`config.mk`:
```
export PLATFORM = sky130hd
export DESIGN_NAME = fsa_ctrl
export DESIGN_NICKNAME = d
export VERILOG_FILES = /design/src/design/fsa_pkg.sv /design/src/design/fsa_ctrl.sv
export SDC_FILE = /design/constraint.sdc
export NUM_CORES = 1
export LEC_CHECK = 0
export ABC_AREA = 1
export BUFFER_PORTS_ARGS = -buffer_cell sky130_fd_sc_hd__buf_2
export CORE_AREA = 2 2 39 41
export CTS_CLUSTER_SIZE = 14
export DETAILED_ROUTE_END_ITERATION = 12
export DIE_AREA = 0 0 41 43
export GPL_TIMING_DRIVEN = 1
export PLACE_DENSITY = 0.57
export SETUP_SLACK_MARGIN = 0.2
export SLEW_MARGIN = 20
export SYNTH_ARGS = -nofsm -noshare
export SYNTH_HDL_FRONTEND = slang
export SYNTH_SLANG_ARGS = --single-unit
```
`constraint.sdc`:
```
create_clock -name clk -period 3 [get_ports clk]
set_input_delay 0.45 -clock clk [delete_from_list [all_inputs] [get_ports clk]]
set_output_delay 0.45 -clock clk [all_outputs]
set_load 0.005 [all_outputs]
```
`src/design/fsa_pkg.sv`:
```
// package for the frame/stamp association block
// shared types, opcodes, controller states and command/status structs; no dependencies
`default_nettype none
package fsa_pkg;
	localparam logic OP_HEADER = 1'b0;
	localparam logic OP_FRAME  = 1'b1;

	localparam int unsigned REG_RUNNING  = 0;
	localparam int unsigned REG_THROTTLE = 1;

	typedef enum logic [3:0] {
		ST_IDLE,
		ST_WRITE,
		ST_FRAME_RD,
		ST_FRAME_WAIT,
		ST_HDR_RD,
		ST_HDR_WAIT,
		ST_MOD,
		ST_DROP,
		ST_OUT
	} fsa_state_t;

	// commands from controller to datapath
	typedef struct packed {
		logic load_item;
		logic write_item;
		logic clear_search;
		logic rd_frame;
		logic rd_header;
		logic next_header;
		logic next_frame;
		logic take_match;
		logic mod_step;
		logic do_drop;
		logic load_out;
	} fsa_cmd_t;

	// status from datapath to controller
	typedef struct packed {
		logic running;
		logic frames_left;
		logic headers_left;
		logic seq_equal;
		logic mod_busy;
		logic mod_needed;
	} fsa_status_t;
endpackage
`default_nettype wire

```
`src/design/fsa_ctrl.sv`:
```
// controller state machine for the frame/stamp association block
// depends on fsa_pkg
`default_nettype none
module fsa_ctrl
	import fsa_pkg::*;
(
	input  wire logic        clk,
	input  wire logic        arst_n,
	input  wire logic        in_req,
	output logic             in_rdy,
	input  wire logic        out_busy,
	input  wire fsa_status_t status,
	output fsa_cmd_t         cmd
);
	fsa_state_t state_q, state_next;

	// state register
	always_ff @(posedge clk or negedge arst_n) begin
		if (!arst_n) begin
			state_q <= ST_IDLE;
		end else begin
			state_q <= state_next;
		end
	end

	// next state
	always_comb begin
		state_next = state_q;
		case (state_q)
			ST_IDLE: begin
				if (in_req) state_next = ST_WRITE;
			end
			ST_WRITE: begin
				if (status.running) state_next = ST_FRAME_RD;
				else state_next = ST_DROP;
			end
			ST_FRAME_RD: begin
				if (status.frames_left) state_next = ST_FRAME_WAIT;
				else state_next = ST_DROP;
			end
			ST_FRAME_WAIT: state_next = ST_HDR_RD;
			ST_HDR_RD: begin
				if (status.headers_left) state_next = ST_HDR_WAIT;
				else state_next = ST_FRAME_RD;
			end
			ST_HDR_WAIT: begin
				if (status.seq_equal) begin
					if (status.mod_needed) state_next = ST_MOD;
					else state_next = ST_DROP;
				end else begin
					state_next = ST_HDR_RD;
				end
			end
			ST_MOD: begin
				if (!status.mod_busy) state_next = ST_DROP;
			end
			ST_DROP: state_next = ST_OUT;
			ST_OUT: begin
				if (!out_busy) state_next = ST_IDLE;
			end
			default: state_next = ST_IDLE;
		endcase
	end

	// outputs
	always_comb begin
		cmd = '0;
		in_rdy = 1'b0;
		case (state_q)
			ST_IDLE: begin
				in_rdy = 1'b1;
				cmd.load_item = in_req;
			end
			ST_WRITE: begin
				cmd.write_item = 1'b1;
				cmd.clear_search = 1'b1;
			end
			ST_FRAME_RD: cmd.rd_frame = status.frames_left;
			ST_FRAME_WAIT: ;
			ST_HDR_RD: begin
				cmd.rd_header = status.headers_left;
				cmd.next_frame = !status.headers_left;
			end
			ST_HDR_WAIT: begin
				cmd.take_match = status.seq_equal;
				cmd.next_header = !status.seq_equal;
			end
			ST_MOD: cmd.mod_step = 1'b1;
			ST_DROP: cmd.do_drop = 1'b1;
			ST_OUT: cmd.load_out = !out_busy;
			default: ;
		endcase
	end
endmodule
`default_nettype wire

```
==> results by group <==
Clock tree
  – Post-cts resize count: 0
  – Postcts setup bufs: 0
  – Max Root-Sink Buffers: 2
  – Clock Sinks: 4
  – CTS tree: done
  – Clk slew on worst S/H paths: 0.04 ns
  – CTS HTree Levels: 1
  – Latest clock arrival within the worst-skew pair: about 0.23 ns
  – Clock Root Buffer: clkbuf_4
  – Clock buffer count from CTS: 3
  – Hold buffers post-CTS: 0

Layout
  – Top flop regs: state_q: 4 flops
  – Seq. cell area: about 100 sq um
  – Area growth from synthesis to layout: 36.2%
  – Ratio of cells with drive above 1 in the final layout: 0.518
  – Largest Register: state_q
  – Most frequent cells in the layout: 21 x buf_2, 10 x nand2_1, 9 x inv_1, 7 x inv_2, 7 x nor2_1
  – Finished Layout Cells: 99
  – Max FFs per register: 4
  – Most common cell after layout, fill and taps aside: buf_2
  – Fillers: approximately 160
  – NumNets Final: between 90 and 100
  – # diodes: 0
  – Post-route cell area: approximately 530 sq um
  – Multi-input gate area: 219 sq um

Power and ir drop
  – Lkg Pwr: between 0.3 and 0.4 nW
  – Net Switching: roughly 250 uW
  – Seq pwr share: 0.231
  – Sw Ratio: 0.506
  – Power density cells: between 900 and 1000 nW/um^2
  – Portion of total power attributed to combinational logic: 0.639
  – Maximum vdd drop: about 350 uV
  – Cell Int Power: around 240 uW
  – Clk pwr share: 0.130

Placed design
  – Area after DPL: approximately 500 sq um
  – Routability cong.: about 0.80
  – Post-DP HPWL: 764 um
  – Port Buffer Count: 21
  – Placed insts: 96

Worst setup path
  – Critical Path Fanout Max: 7
  – Crit-path cells: nor2_4 -> nand2_1 -> or2_1 -> inv_1 -> buf_2
  – Delay-heaviest family, CP: simple AND/OR/NAND/NOR gates
  – Startpoint Class: flop
  – CP Depth: 5
  – Crit path DAT: about 1.4 ns
  – Worst R2R Path Depth: 5
  – Worst path slowest cell: dfrtp_1
  – R2R setup slack: 1.83 ns
  – CP required: 2.55 ns
  – Crit end category: primary output
  – Largest stage delay, worst path: 0.43 ns
  – Buf+Inv Stages, Crit Path: 2
  – Crit Path Class: reg -> out

Synthesis
  – Syn Nets: 70
  – Mapped Area: around 390 sq um
  – Synth warn: 0
  – Avg Synthesized Cell Area: between 6 and 7 sq um
  – Cells after Synth: 60
  – Register area share after synthesis: 0.259
  – Synth unique cells: 16
  – Seq cells post-synth: 4

GRT
  – Initial antenna violation count: 0
  – Gr ovfl total: 0
  – Vias in the first global route: between 300 and 400
  – First-pass GRT wire length: 1480 um
  – Largest net degree at the start of global routing: 8
  – Overall Global Routing Usage: 0.125

Run
  – Max cap viols: 0

Timing
  – Minimum clock period after layout: around 1.8 ns
  – Fin. max-slew vios: 0
  – Setup Skew: ~0.0026 ns
  – Worst-Margin Slew: 0.314 ns
  – Peak Freq: roughly 0.56 GHz
  – Slew margin rel.: 0.791
  – Tcrit/Tclk final: 0.599
  – Final Setup Violations: 0
  – Final Hold Fails: 0
  – RSZ-0062 raised after global routing: no
  – Post-Route Setup TNS: 0 ns

Floorplan
  – Die Height: between 40 and 50 um
  – Core area: 1380 sq um
  – Io pins: 22
  – Die area: 1760 sq um
  – Initial Util: 0.279
  – Die Width: around 41 um
  – Rows: 14

Route
  – # DRC: 0
  – Vias: ~430
  – Drt pass-1 iters: 4
  – Vias/cell: 4.35
  – Remaining antenna violation count: 0
  – Initial drt markers: 4
  – Final wirelength: about 860 um
  – Routed len/inst: just under 9 um

Worst hold path
  – HP Class: in -> async

Run status
  – Status: finished clean
[power by group through the flow]
stage / Combinational, mW / Sequential (mW) / Clock [mW]
after detailed placement: 0.318 / 0.114 / 0
after global placement: 0.318 / 0.113 / 0
after floorplan: 0.237 / 0.111 / 0
after CTS: 0.319 / 0.114 / 0.0656
after global routing: 0.362 / 0.119 / 0.0723
final: 0.315 / 0.114 / 0.0640
[worst paths after layout]
check	start	end
worst min register to register	state_q[0]	state_q[2]
min in group clk	status[5]	state_q[2]
max in group asynchronous	arst_n	state_q[1]
worst min-delay path	arst_n	state_q[3]
worst max-delay path	state_q[3]	cmd[4]
worst max register to register	state_q[3]	state_q[0]
[cell type report]
type                    instances  area share
clock buffers                   3      0.0428
inverters                      16       0.114
multi-input cells              39       0.416
flip-flops and latches          4       0.190
well taps                      16      0.0380
repair buffers                 21       0.200
[synth_stat cells]
library cell  instances  area share
nor2_1                7       0.068
inv_2                 7       0.068
nand3_2               2       0.052
o211ai_1              1       0.019
inv_1                 9       0.087
nor2_4                2       0.058
nand2_2               2       0.032
dfrtp_1               4        0.26
nor3_2                1       0.026
nand3_1               6       0.078
nand2_1              10       0.097
nand4_1               2       0.032
nor2_2                4       0.065
buf_4                 1       0.019
or2_1                 1       0.016
a21oi_2               1       0.023
[cell families (layout without fill, tap and decap cells)]
logic type	Yosys count	after routing	synth area share
simple gates	37	37	0.524
flops	4	4	0.259
compound gates	2	2	0.0421
buf+inv	17	40	0.175
[stage by stage]
| stage | hold WS [ns] | utilization | setup slack (ns) | power (mW) |
|---|---|---|---|---|
| floorplan | 0.154 | - | 1.59 | 0.347 |
| global placement | 0.257 | 0.364 | 1.46 | 0.431 |
| detailed placement | 0.259 | 0.364 | 1.43 | 0.432 |
| CTS | 0.0162 | 0.381 | 1.19 | 0.498 |
| global route | 0.00794 | 0.381 | 1.10 | 0.552 |
| finish | 0.0160 | 0.381 | 1.20 | 0.493 |
[layer usage]
metal,global-route usage,routed length [um],vias to the layer above
met5,0,0,-
met4,0.0800,0,0
met3,0.0314,53,0
met2,0.181,411,11
met1,0.156,398,189
li1,-,-,231
Power figures use the tool's default switching activity.
